<file path="src/hdl/alc_pkg.sv">
// Shared constants, codes and types for the alarm clock controller.
package alc_pkg;

    // Length of one day in seconds; the clock wraps to zero at this count.
    localparam int DAY_SECONDS = 86400;

    // Longest entry line, in characters.
    localparam int LINE_CHARS = 8;

    // Width of the binary seconds counters.
    localparam int SEC_W = 17;

    // Event codes on the operation field.
    localparam logic [2:0] OP_TICK   = 3'd0;
    localparam logic [2:0] OP_SETCLK = 3'd1;
    localparam logic [2:0] OP_SETALM = 3'd2;
    localparam logic [2:0] OP_CANCEL = 3'd3;
    localparam logic [2:0] OP_DIGITS = 3'd4;

    // Mode codes.
    localparam logic [2:0] MODE_IDLE  = 3'd0;
    localparam logic [2:0] MODE_CLOCK = 3'd1;
    localparam logic [2:0] MODE_ALARM = 3'd2;
    localparam logic [2:0] MODE_RUN   = 3'd3;
    localparam logic [2:0] MODE_RING  = 3'd4;

    // Message codes.
    localparam logic [1:0] MSG_NONE  = 2'd0;
    localparam logic [1:0] MSG_CLOCK = 2'd1;
    localparam logic [1:0] MSG_ALARM = 2'd2;
    localparam logic [1:0] MSG_BAD   = 2'd3;

    // Checked digit entry, in binary seconds and in display digits.
    typedef struct packed {
        logic             ok;
        logic [SEC_W-1:0] seconds;
        logic [3:0]       sec_ones;
        logic [2:0]       sec_tens;
        logic [3:0]       min_ones;
        logic [2:0]       min_tens;
        logic [4:0]       hours;
    } t_entry;

    // One result word as it leaves the update logic.
    typedef struct packed {
        logic [2:0] mode_now;
        logic [1:0] message;
        logic [3:0] sec_ones;
        logic [2:0] sec_tens;
        logic [3:0] min_ones;
        logic [2:0] min_tens;
        logic [3:0] hour_leds;
        logic [7:0] alarm_leds;
    } t_result;

endpackage

</file>
<file path="src/hdl/alarm_clock_controller_unit.sv">
// Alarm clock controller: input register, event update and result register.
// The update logic sits between the input register and the result register,
// and the result register drives the result ports.
// Throughput: one word per cycle; input is stalled only while both registers
// hold a word and the result is stalled. Reset (synchronous, active low)
// empties both registers and clears mode, clock, alarm, display and LEDs.
module alarm_clock_controller_unit (
    input  logic       i_clk,
    input  logic       i_rst_n,
    input  logic       i_in_valid,
    output logic       o_in_stall,
    input  logic [2:0] i_operation,
    input  logic [3:0] i_digit_count,
    input  logic [3:0] i_digit_0,
    input  logic [3:0] i_digit_1,
    input  logic [3:0] i_digit_2,
    input  logic [3:0] i_digit_3,
    input  logic [3:0] i_digit_4,
    input  logic [3:0] i_digit_5,
    output logic       o_out_valid,
    input  logic       i_out_stall,
    output logic [2:0] o_mode_now,
    output logic [1:0] o_message,
    output logic [3:0] o_sec_ones,
    output logic [2:0] o_sec_tens,
    output logic [3:0] o_min_ones,
    output logic [2:0] o_min_tens,
    output logic [3:0] o_hour_leds,
    output logic [7:0] o_alarm_leds
);

    logic                r_in_vld;
    logic [2:0]          r_op;
    logic [3:0]          r_cnt;
    logic [3:0]          r_d0, r_d1, r_d2, r_d3, r_d4, r_d5;
    logic                r_out_vld;
    alc_pkg::t_result    r_out;
    alc_pkg::t_result    result;
    alc_pkg::t_entry     entry;
    logic                advance;
    logic                accept;

    // Pipeline flow: a held word moves on when the result register is free.
    always_comb begin
        advance    = r_in_vld && (!r_out_vld || !i_out_stall);
        o_in_stall = r_in_vld && !advance;
        accept     = i_in_valid && !o_in_stall;
    end

    // Input register.
    always_ff @(posedge i_clk) begin
        if (!i_rst_n) begin
            r_in_vld <= 1'b0;
        end else begin
            r_in_vld <= accept || (r_in_vld && !advance);
        end
    end

    always_ff @(posedge i_clk) begin
        if (accept) begin
            r_op  <= i_operation;
            r_cnt <= i_digit_count;
            r_d0  <= i_digit_0;
            r_d1  <= i_digit_1;
            r_d2  <= i_digit_2;
            r_d3  <= i_digit_3;
            r_d4  <= i_digit_4;
            r_d5  <= i_digit_5;
        end
    end

    // Entry check and conversion.
    alc_entry u_entry (
        .i_digit_count (r_cnt),
        .i_digit_0     (r_d0),
        .i_digit_1     (r_d1),
        .i_digit_2     (r_d2),
        .i_digit_3     (r_d3),
        .i_digit_4     (r_d4),
        .i_digit_5     (r_d5),
        .o_entry       (entry)
    );

    // Mode and time state.
    alc_core u_core (
        .i_clk         (i_clk),
        .i_rst_n       (i_rst_n),
        .i_commit      (advance),
        .i_operation   (r_op),
        .i_digit_count (r_cnt),
        .i_entry       (entry),
        .o_result      (result)
    );

    // Result register.
    always_ff @(posedge i_clk) begin
        if (!i_rst_n) begin
            r_out_vld <= 1'b0;
        end else begin
            r_out_vld <= advance || (r_out_vld && i_out_stall);
        end
    end

    always_ff @(posedge i_clk) begin
        if (advance) begin
            r_out <= result;
        end
    end

    assign o_out_valid  = r_out_vld;
    assign o_mode_now   = r_out.mode_now;
    assign o_message    = r_out.message;
    assign o_sec_ones   = r_out.sec_ones;
    assign o_sec_tens   = r_out.sec_tens;
    assign o_min_ones   = r_out.min_ones;
    assign o_min_tens   = r_out.min_tens;
    assign o_hour_leds  = r_out.hour_leds;
    assign o_alarm_leds = r_out.alarm_leds;

endmodule

</file>
<file path="src/hdl/alc_entry.sv">
// Digit entry checker and converter to seconds and display digits.
module alc_entry (
    input  logic [3:0]      i_digit_count,
    input  logic [3:0]      i_digit_0,
    input  logic [3:0]      i_digit_1,
    input  logic [3:0]      i_digit_2,
    input  logic [3:0]      i_digit_3,
    input  logic [3:0]      i_digit_4,
    input  logic [3:0]      i_digit_5,
    output alc_pkg::t_entry o_entry
);

    logic [3:0] e0, e1, e2, e3, e4, e5;
    logic       over9;
    logic       bad;

    // Digits beyond the count take no part. A count is not clamped to the line
    // length, but every threshold used here lies below the line length, so a
    // longer count takes all six digits and changes nothing else.
    always_comb begin
        e0 = (i_digit_count > 4'd0) ? i_digit_0 : 4'd0;
        e1 = (i_digit_count > 4'd1) ? i_digit_1 : 4'd0;
        e2 = (i_digit_count > 4'd2) ? i_digit_2 : 4'd0;
        e3 = (i_digit_count > 4'd3) ? i_digit_3 : 4'd0;
        e4 = (i_digit_count > 4'd4) ? i_digit_4 : 4'd0;
        e5 = (i_digit_count > 4'd5) ? i_digit_5 : 4'd0;
    end

    // Range checks on the digits that take part.
    always_comb begin
        over9 = (e0 > 4'd9) || (e1 > 4'd9) || (e2 > 4'd9) ||
                (e3 > 4'd9) || (e4 > 4'd9) || (e5 > 4'd9);
        bad   = (i_digit_count == 4'd0) || over9 || (e0 > 4'd1) ||
                ((e0 == 4'd1) && (e1 > 4'd2)) || (e2 > 4'd5) || (e4 > 4'd5);
    end

    // Weighted sum of the digits, and the same time as display digits.
    always_comb begin
        o_entry.ok       = !bad;
        o_entry.seconds  = alc_pkg::SEC_W'(17'(e0) * 17'd36000 + 17'(e1) * 17'd3600 +
                                           17'(e2) * 17'd600 + 17'(e3) * 17'd60 +
                                           17'(e4) * 17'd10 + 17'(e5));
        o_entry.sec_ones = e5;
        o_entry.sec_tens = e4[2:0];
        o_entry.min_ones = e3;
        o_entry.min_tens = e2[2:0];
        o_entry.hours    = 5'(5'(e0) * 5'd10 + 5'(e1));
    end

endmodule

</file>
<file path="src/hdl/alc_core.sv">
// Mode sequencer with clock, alarm and display state.
module alc_core (
    input  logic             i_clk,
    input  logic             i_rst_n,
    input  logic             i_commit,
    input  logic [2:0]       i_operation,
    input  logic [3:0]       i_digit_count,
    input  alc_pkg::t_entry  i_entry,
    output alc_pkg::t_result o_result
);

    logic [2:0]               r_mode, n_mode;
    logic [alc_pkg::SEC_W-1:0] r_clk_sec, n_clk_sec;
    logic [alc_pkg::SEC_W-1:0] r_alm_sec, n_alm_sec;
    logic                     r_ring, n_ring;
    // Clock time as digits.
    logic [3:0] r_cs1, n_cs1;
    logic [2:0] r_cs10, n_cs10;
    logic [3:0] r_cm1, n_cm1;
    logic [2:0] r_cm10, n_cm10;
    logic [4:0] r_ch, n_ch;
    // Displayed time as digits.
    logic [3:0] r_ds1, n_ds1;
    logic [2:0] r_ds10, n_ds10;
    logic [3:0] r_dm1, n_dm1;
    logic [2:0] r_dm10, n_dm10;
    logic [4:0] r_dh, n_dh;

    logic [1:0]                msg;
    logic [alc_pkg::SEC_W:0]   tick_sum;
    logic                      wrap;
    logic [alc_pkg::SEC_W-1:0] tick_sec;
    logic [3:0] t_s1;
    logic [2:0] t_s10;
    logic [3:0] t_m1;
    logic [2:0] t_m10;
    logic [4:0] t_h;
    logic       entry_act;

    // Clock after one tick, in binary and as digits with carries.
    always_comb begin
        tick_sum = {1'b0, r_clk_sec} + (alc_pkg::SEC_W + 1)'(1);
        wrap     = tick_sum >= (alc_pkg::SEC_W + 1)'(alc_pkg::DAY_SECONDS);
        tick_sec = wrap ? '0 : tick_sum[alc_pkg::SEC_W-1:0];
        t_s1  = r_cs1;
        t_s10 = r_cs10;
        t_m1  = r_cm1;
        t_m10 = r_cm10;
        t_h   = r_ch;
        if (wrap) begin
            t_s1  = '0;
            t_s10 = '0;
            t_m1  = '0;
            t_m10 = '0;
            t_h   = '0;
        end else if (r_cs1 != 4'd9) begin
            t_s1 = r_cs1 + 4'd1;
        end else begin
            t_s1 = '0;
            if (r_cs10 != 3'd5) begin
                t_s10 = r_cs10 + 3'd1;
            end else begin
                t_s10 = '0;
                if (r_cm1 != 4'd9) begin
                    t_m1 = r_cm1 + 4'd1;
                end else begin
                    t_m1 = '0;
                    if (r_cm10 != 3'd5) begin
                        t_m10 = r_cm10 + 3'd1;
                    end else begin
                        t_m10 = '0;
                        t_h   = r_ch + 5'd1;
                    end
                end
            end
        end
    end

    // Mode transitions and state updates for one event.
    always_comb begin
        n_mode    = r_mode;
        n_clk_sec = r_clk_sec;
        n_alm_sec = r_alm_sec;
        n_ring    = r_ring;
        n_cs1     = r_cs1;
        n_cs10    = r_cs10;
        n_cm1     = r_cm1;
        n_cm10    = r_cm10;
        n_ch      = r_ch;
        n_ds1     = r_ds1;
        n_ds10    = r_ds10;
        n_dm1     = r_dm1;
        n_dm10    = r_dm10;
        n_dh      = r_dh;
        msg       = alc_pkg::MSG_NONE;
        entry_act = (i_operation == alc_pkg::OP_DIGITS) && (i_digit_count != 4'd0);
        unique case (r_mode) inside
            alc_pkg::MODE_CLOCK, alc_pkg::MODE_ALARM: begin
                if (entry_act) begin
                    if (!i_entry.ok) begin
                        msg = alc_pkg::MSG_BAD;
                    end else begin
                        if (r_mode == alc_pkg::MODE_CLOCK) begin
                            n_clk_sec = i_entry.seconds;
                            n_cs1     = i_entry.sec_ones;
                            n_cs10    = i_entry.sec_tens;
                            n_cm1     = i_entry.min_ones;
                            n_cm10    = i_entry.min_tens;
                            n_ch      = i_entry.hours;
                        end else begin
                            n_alm_sec = i_entry.seconds;
                        end
                        n_mode = alc_pkg::MODE_RUN;
                    end
                end
            end
            alc_pkg::MODE_RUN: begin
                if (i_operation == alc_pkg::OP_SETCLK) begin
                    n_mode = alc_pkg::MODE_CLOCK;
                    msg    = alc_pkg::MSG_CLOCK;
                end else if (i_operation == alc_pkg::OP_SETALM) begin
                    n_mode = alc_pkg::MODE_ALARM;
                    msg    = alc_pkg::MSG_ALARM;
                end else if (i_operation == alc_pkg::OP_TICK) begin
                    n_clk_sec = tick_sec;
                    n_cs1     = t_s1;
                    n_cs10    = t_s10;
                    n_cm1     = t_m1;
                    n_cm10    = t_m10;
                    n_ch      = t_h;
                    n_ds1     = t_s1;
                    n_ds10    = t_s10;
                    n_dm1     = t_m1;
                    n_dm10    = t_m10;
                    n_dh      = t_h;
                    if (tick_sec == r_alm_sec) begin
                        n_mode = alc_pkg::MODE_RING;
                    end
                end
            end
            alc_pkg::MODE_RING: begin
                if (i_operation == alc_pkg::OP_CANCEL) begin
                    n_mode = alc_pkg::MODE_IDLE;
                    n_ring = 1'b0;
                end else begin
                    n_ring = !r_ring;
                end
            end
            default: begin
                // Idle, and any code that cannot arise.
                n_mode = alc_pkg::MODE_IDLE;
                if (i_operation == alc_pkg::OP_SETCLK) begin
                    n_mode = alc_pkg::MODE_CLOCK;
                    msg    = alc_pkg::MSG_CLOCK;
                end else if (i_operation == alc_pkg::OP_SETALM) begin
                    n_mode = alc_pkg::MODE_ALARM;
                    msg    = alc_pkg::MSG_ALARM;
                end
            end
        endcase
    end

    // Result word seen after this event's update.
    always_comb begin
        o_result.mode_now   = n_mode;
        o_result.message    = msg;
        o_result.sec_ones   = n_ds1;
        o_result.sec_tens   = n_ds10;
        o_result.min_ones   = n_dm1;
        o_result.min_tens   = n_dm10;
        o_result.hour_leds  = n_dh[3:0];
        o_result.alarm_leds = {8{n_ring}};
    end

    // State registers, updated once for each committed word.
    always_ff @(posedge i_clk) begin
        if (!i_rst_n) begin
            r_mode    <= alc_pkg::MODE_IDLE;
            r_clk_sec <= '0;
            r_alm_sec <= '0;
            r_ring    <= 1'b0;
            r_cs1     <= '0;
            r_cs10    <= '0;
            r_cm1     <= '0;
            r_cm10    <= '0;
            r_ch      <= '0;
            r_ds1     <= '0;
            r_ds10    <= '0;
            r_dm1     <= '0;
            r_dm10    <= '0;
            r_dh      <= '0;
        end else if (i_commit) begin
            r_mode    <= n_mode;
            r_clk_sec <= n_clk_sec;
            r_alm_sec <= n_alm_sec;
            r_ring    <= n_ring;
            r_cs1     <= n_cs1;
            r_cs10    <= n_cs10;
            r_cm1     <= n_cm1;
            r_cm10    <= n_cm10;
            r_ch      <= n_ch;
            r_ds1     <= n_ds1;
            r_ds10    <= n_ds10;
            r_dm1     <= n_dm1;
            r_dm10    <= n_dm10;
            r_dh      <= n_dh;
        end
    end

endmodule
</file>
<file path="config.mk">
export PLATFORM = sky130hd
export DESIGN_NAME = alarm_clock_controller_unit
export DESIGN_NICKNAME = d
export VERILOG_FILES = /design/src/hdl/alc_pkg.sv /design/src/hdl/alarm_clock_controller_unit.sv /design/src/hdl/alc_entry.sv /design/src/hdl/alc_core.sv
export SDC_FILE = /design/constraint.sdc
export NUM_CORES = 1
export LEC_CHECK = 0
export ABC_AREA = 0
export BUFFER_PORTS_ARGS = -buffer_cell sky130_fd_sc_hd__buf_4
export CAP_MARGIN = 20
export CORE_ASPECT_RATIO = 2
export CORE_UTILIZATION = 40
export CTS_CLUSTER_SIZE = 10
export DETAILED_ROUTE_END_ITERATION = 8
export PLACE_DENSITY = 0.64
export SLEW_MARGIN = 20
export SYNTH_ARGS = -nofsm -noshare
export SYNTH_HDL_FRONTEND = slang
export SYNTH_SLANG_ARGS = --single-unit
export TNS_END_PERCENT = 100
</file>
<file path="constraint.sdc">
create_clock -name i_clk -period 8.4 [get_ports i_clk]
set_input_delay 0.84 -clock i_clk [delete_from_list [all_inputs] [get_ports i_clk]]
set_output_delay 0.84 -clock i_clk [all_outputs]
set_load 0.1 [all_outputs]
</file>
==> results of run 1 <==
[layout make-up]
class | count | area [um2]
Clock inverter | 15 | 218
Clock buffer | 17 | 425
Inverter | 73 | 274
Fill cell | 2330 | 13100
Multi-Input combinational cell | 792 | 6200
Tap cell | 332 | 415
Sequential cell | 131 | 3170
Timing Repair Buffer | 76 | 571
[cell families (layout without fill, tap and decap cells)]
logic type	Yosys count	count (layout)	synth area share (%)
AO/OA/AOI/OAI	227	227	16.1
XOR/XNOR	69	69	6.25
adder cells (fa/ha/maj)	140	140	20.2
buffers and inverters	129	181	5.53
flip-flops	131	131	32.0
multiplexers	21	21	2.16
AND/OR/NAND/NOR	335	335	17.8
[layer usage]
layer | wire [um] | part of all wire, % | vias to the layer above | track usage [%]
met5 | 0 | 0 | - | 0
li1 | - | - | 3805 | -
met3 | 799 | 3.3 | 90 | 3.18
met1 | 8670 | 36 | 3755 | 19.7
met2 | 12900 | 54 | 210 | 37.1
met4 | 1590 | 6.6 | 0 | 14.3
[worst paths after layout]
kind | endpoint | cells past startpoint | startpoint | slack, ps
max | u_core.r_clk_sec[16] | 25 | r_cnt[3] | 1180
min | u_core.r_ds1[3] | 2 | u_core.r_ds1[3] | 460
max reg2reg | u_core.r_clk_sec[16] | 25 | r_cnt[3] | 1180
min reg2reg | u_core.r_ds1[3] | 2 | u_core.r_ds1[3] | 460
[power groups by stage]
stage | clock (mW) | sequential, mW | combinational [mW]
2_1_floorplan | 0 | 0.746 | 1.04
3_3_place_gp | 0 | 0.708 | 1.47
3_5_place_dp | 0 | 0.709 | 1.49
4_1_cts | 0.836 | 0.695 | 1.50
5_1_grt | 0.860 | 0.697 | 1.67
6_report | 0.815 | 0.695 | 1.49
[registers in the layout, indices dropped and copies added (netlist names), 4 cells and up]
| name | count |
|---|---|
| u_core.r_ds1 | 4 |
| r_d4 | 4 |
| r_d0 | 4 |
| r_cnt | 4 |
| r_d3 | 4 |
| u_core.r_alm_sec | 17 |
| r_d2 | 4 |
| u_core.r_clk_sec | 17 |
| o_sec_ones | 4 |
| r_d5 | 4 |
| u_core.r_dh | 4 |
| u_core.r_ch | 4 |
| r_d1 | 4 |
| u_core.r_cs1 | 4 |
| o_hour_leds | 4 |
| o_min_ones | 4 |
| u_core.r_cm1 | 4 |
| u_core.r_dm1 | 4 |
[tightest hold or removal path, stage by stage, from the launching register on]
cell and delay, ps:
dfxtp_1 310, nand2_1 50, a21boi_1 50
[stage by stage]
stage / std cells / cell area (um2) / power [mW]
CTS: 1436 / 11300 / 3.03
global route: 1436 / 11300 / 3.22
finish: 1436 / 11300 / 3.00
global placement: 1404 / 10600 / 2.18
floorplan: 1052 / 9910 / 1.78
detailed placement: 1404 / 10600 / 2.20
[layout by cell type, fill, tap and decap left out, types with 6 or more instances in the layout]
cell type	synthesis	layout
xnor2_1	42	42
edfxtp_1	55	55
inv_1	73	73
nand3_1	27	27
ha_1	107	107
nor3_1	12	12
o31ai_1	21	21
nand2b_1	9	9
a22oi_1	12	12
buf_4	7	76
nor2_1	55	55
o211a_1	17	17
and3_1	9	9
a21boi_0	6	6
o311ai_0	6	6
nand4_1	8	8
o21ai_0	42	42
a21o_1	12	12
dfxtp_1	76	76
fa_1	33	33
a31oi_1	6	6
nand2_1	108	108
o211ai_1	15	15
a21oi_1	42	42
clkbuf_16	0	17
nor3b_1	15	15
mux2i_1	18	18
o21bai_1	7	7
nor2b_1	39	38
and2_1	12	12
xor2_1	26	26
==> flow_metrics.tcl, run 1 <==
set metrics [dict create \
    cts_buffers 17 \
    grt_start_max_net_pins 78 \
    p_leak_nw 5.12 \
    synth_seq_area_share_pct 32.0 \
    core-area_um2 24400 \
    clock_sinks 131 \
    slowest_delay_ps 680 \
    area_growth_pct 13.8 \
    synth_edf_count 55 \
    die_h_um 225 \
    postCtsHoldBufs 0 \
    crit_required_ps 8690 \
    root_buffer "clkbuf_16" \
    crit_slowest_cell "a2111oi_0" \
    clock_skew_ps 10.1 \
    start_kind "flip-flop" \
    synth_top_cells_by_count "nand2_1 (108), ha_1 (107), dfxtp_1 (76)" \
    viasPerCell 5.47 \
    power_frac_clock_pct 27.2 \
    postRouteAntennaNets 0 \
    drt_wl_total_um 24000 \
    setup_tns_ps 0 \
    grt_pass1_vias 7868 \
    synth_area_leaders "edfxtp_1 (17%), dfxtp_1 (15%), ha_1 (14%)" \
    ys_ff_latch 131 \
    grt-ovfl-total 0 \
    netlist_area_um2 9910 \
    maxCapViolCount 0 \
    internal_power_mw 1.78 \
    clkTransAtPathRegs_ps 60 \
    postCtsSetupBuffers 0 \
    cp_num_buf_inv 4 \
    num_antenna_cells 0 \
    yosysTopAreaCellShare_pct 16.7 \
    die-area_um2 25400 \
    crit_fanout 8 \
    switching_share_pct 40.6 \
    max_freq_ghz 0.138 \
    dr_total_vias 7860 \
    synth_most_common_cell "nand2_1" \
    ys_types 80 \
    rows 81 \
    worst_slack_ps 1180 \
    drtIter0Drc 424 \
    h-tree-depth 4 \
    drive_gt1_share_pct 12.0 \
    start_util_pct 40.6 \
    hpwl_um 18600 \
    cts_buffer_depth 2 \
    port-buffer-count 67 \
    drc 0 \
    syn-mean-instance-area_um2 9.42 \
    cts-resized-gates 0 \
    pwr_density_cell_nw_per_um2 266 \
    fin_nets 1266 \
    grtUsageTotal_pct 20.0 \
    relSlewSlack_pct 24.2 \
    postSynthCellCount 1052 \
    synth_top_cell_by_area "edfxtp_1" \
    fin_crit_ps 7220 \
    p_seq_share_pct 23.2 \
    maxSlewViolCount 0 \
    cp.arrival_ps 7520 \
    worst_slew_pin_slew_ps 1130 \
    min_path_type "reg2reg" \
    ys_async_sr_fraction_pct 0 \
    grt_pass1_wl_um 39000 \
    cp_common_cell "fa_1" \
    die_x_um 113 \
    place_congestion 0.873 \
    dr.pass1.iters 5 \
    yosys_warnings 0 \
    pwr-share-comb_pct 49.6 \
    synth.net_count 1227 \
    whs_ps 460 \
    rsz0062_at_grt "false" \
    pin_count 68 \
    path_delay_family "adder cells" \
    finalSetupViolations 0 \
    post-route-period-util_pct 86.0 \
    clk_latency_ps 440 \
    place_ws_ps 1210 \
    cts_tree "yes" \
    switching_power_mw 1.22 \
    critPathCaptureType "flip-flop" \
    vdd_drop_max_mv 0.157 \
    worstSetupPathType "reg2reg" \
    utilization_pct 46.2 \
    outcome "finished, final reports clean" \
    hold_violations 0 \
    synth-main-ff-cell "dfxtp_1" \
    antenna_found_initial 0 \
    wl_per_cell_um 16.7 \
]
Power figures use the tool's default switching activity.
==> run 2, diff against run 1 <==
Settings changed: CORE_MARGIN set to 2, PLACE_DENSITY 0.64 to 0.66.
Clock period 8.4 ns to 5.9 ns, I/O delays scaled along.
==> run 2 against run 1 <==
Effect of this change: the flow now finishes with violations (setup timing); count of clock-buffer cells in the layout is 3 higher; critical path depth unchanged; register-to-register slack worse by 1400 ps; final cell count up 3.9%; maximum frequency is 19% higher; hold slack lost 140 ps; setup slack worse by 1400 ps; first-iteration DRC count down 8.7%; via count up 1.4%; sequential power up 42%; sequential share of layout area decreased by 1.4 points; clock power up 35%; largest power group unchanged.
==> flow_metrics.tcl, run 2 (same netlist as run 1, synthesis figures left out) <==
set metrics [dict create \
    outcome "complete, but fails checks" \
    violations "setup timing" \
    dr.pass1.iters 5 \
    fin_crit_ps 6080 \
    min_to "r_d1[3]" \
    worstRegToRegCells 25 \
    clkTransAtPathRegs_ps 60 \
    drc 0 \
    r2r_start "r_cnt[2]" \
    grtUsageMet1_pct 19.7 \
    dr_total_vias 7970 \
    worst_slack_ps -184 \
    grt_pass1_vias 8003 \
    viasPerCell 5.34 \
    rows 81 \
    max_freq_ghz 0.164 \
    whs_ps 322 \
    grt.busiest_layer "met2" \
    postCtsHoldBufs 0 \
    wl_per_cell_um 16.7 \
    cp_num_buf_inv 4 \
    drtIter0Drc 387 \
    area_growth_pct 19.6 \
    grtUsageTotal_pct 19.7 \
    reg_top3 "u_core.r_alm_sec: 17 flops, u_core.r_clk_sec: 17 flops" \
    die-area_um2 26100 \
    clk_latency_ps 440 \
    worstSetupPathType "reg2reg" \
    cp_common_cell "fa_1" \
    switching_power_mw 2.01 \
    place_ws_ps -358 \
    grt-ovfl-total 0 \
    finalSetupViolations 9 \
    holdCritStartpoint "i_digit_1[3]" \
    rsz0062_at_grt "true" \
    switching_share_pct 39.0 \
    place_congestion 0.886 \
    crit_fanout 4 \
    hold_violations 0 \
    pwr-share-comb_pct 59.5 \
    clock_sinks 131 \
    maxCapViolCount 0 \
    power_frac_clock_pct 21.3 \
    reg2reg_to "u_core.r_alm_sec[16]" \
    p_leak_nw 5.39 \
    port-buffer-count 67 \
    postRouteAntennaNets 0 \
    relSlewSlack_pct 22.0 \
    slowest_delay_ps 610 \
    drive_gt1_share_pct 18.4 \
    antenna_found_initial 0 \
    min_path_type "in2reg" \
    path_delay_family "adder cells" \
    cp.arrival_ps 6410 \
    final_common_cell "buf_4" \
    hold_depth 1 \
    pin_count 68 \
    cts_buffers 17 \
    p_seq_share_pct 19.2 \
    ff2ff_setup_slack_ps -180 \
    pwr_density_cell_nw_per_um2 436 \
    clock_skew_ps 11.5 \
    drt_wl_total_um 25000 \
    cts_tree "yes" \
    internal_power_mw 3.15 \
    die_h_um 227 \
    fin_nets 1322 \
    vdd_drop_max_mv 0.301 \
    die_x_um 115 \
    cts_buffer_depth 2 \
    grt_pass1_wl_um 39600 \
    root_buffer "clkbuf_16" \
    hpwl_um 19300 \
    num_antenna_cells 0 \
    start_kind "flip-flop" \
    core-area_um2 24400 \
    start_util_pct 40.6 \
    crit_slowest_cell "fa_2" \
    grtUsageMet3_pct 3.02 \
    crit_required_ps 6230 \
    post-route-period-util_pct 103 \
    gr-usage-met2_pct 37.6 \
    h-tree-depth 4 \
    critPathCaptureType "flip-flop" \
    most-common-layout-cells "buf_4 (131), nand2_1 (105), ha_1 (104)" \
    maxSlewViolCount 0 \
    worst_slew_pin_slew_ps 1160 \
    grt_start_max_net_pins 78 \
]
[run 2: metal layers]
layer / vias up / share of wire (%) / wire length [um]
li1: 3912 / - / -
met2: 204 / 56 / 14100
met4: 0 / 4.6 / 1150
met3: 62 / 3.4 / 847
met5: - / 0 / 0
met1: 3792 / 36 / 8900
[run 2: power groups by stage]
stage / combinational, mW / clock (mW) / sequential (mW)
2_1_floorplan: 1.59 / 0 / 1.06
3_3_place_gp: 2.66 / 0 / 1.01
3_5_place_dp: 2.72 / 0 / 1.01
4_1_cts: 2.95 / 1.12 / 0.989
5_1_grt: 3.33 / 1.17 / 0.992
6_report: 3.07 / 1.10 / 0.989
[run 2: layout make-up]
| class | instances | area (um2) |
|---|---|---|
| fillers | 2315 | 12600 |
| clock inverters | 12 | 143 |
| clock buffers | 20 | 468 |
| inverters | 73 | 277 |
| multi-input cells | 792 | 6370 |
| repair buffers | 132 | 1000 |
| flip-flops and latches | 131 | 3170 |
| well taps | 332 | 415 |
[run 2: repair_timing]
action | 4_1_cts | 5_1_grt
pin swaps | 15 | 7
endpoints found under the setup margin | 13 | 15
setup buffers | 3 | 1
gates resized for setup | 11 | 6
[run 2: through the flow]
| stage | util, % | area [um2] | power (mW) | cells | TNS (ps) |
|---|---|---|---|---|---|
| after floorplan | - | 9980 | 2.65 | 1052 | -75.5 |
| after detailed placement | 45.5 | 11100 | 3.72 | 1456 | -2520 |
| final | 48.5 | 11800 | 5.16 | 1492 | -987 |
| after global routing | 48.5 | 11800 | 5.49 | 1492 | -4060 |
| after CTS | 48.3 | 11800 | 5.06 | 1491 | -852 |
| after global placement | 45.5 | 11100 | 3.66 | 1456 | -1170 |
[run 2: how the worst max path moves through the flow]
stage,from,end,slack (ps),depth (start not counted)
after floorplan,r_cnt[3],u_core.r_alm_sec[16],-50,25
after global placement,r_cnt[2],u_core.r_alm_sec[16],-210,25
after detailed placement,r_cnt[2],u_core.r_alm_sec[16],-360,25
after CTS,r_cnt[2],u_core.r_alm_sec[16],-160,22
after global routing,r_cnt[2],u_core.r_alm_sec[16],-410,25
final,r_cnt[2],u_core.r_alm_sec[16],-180,25
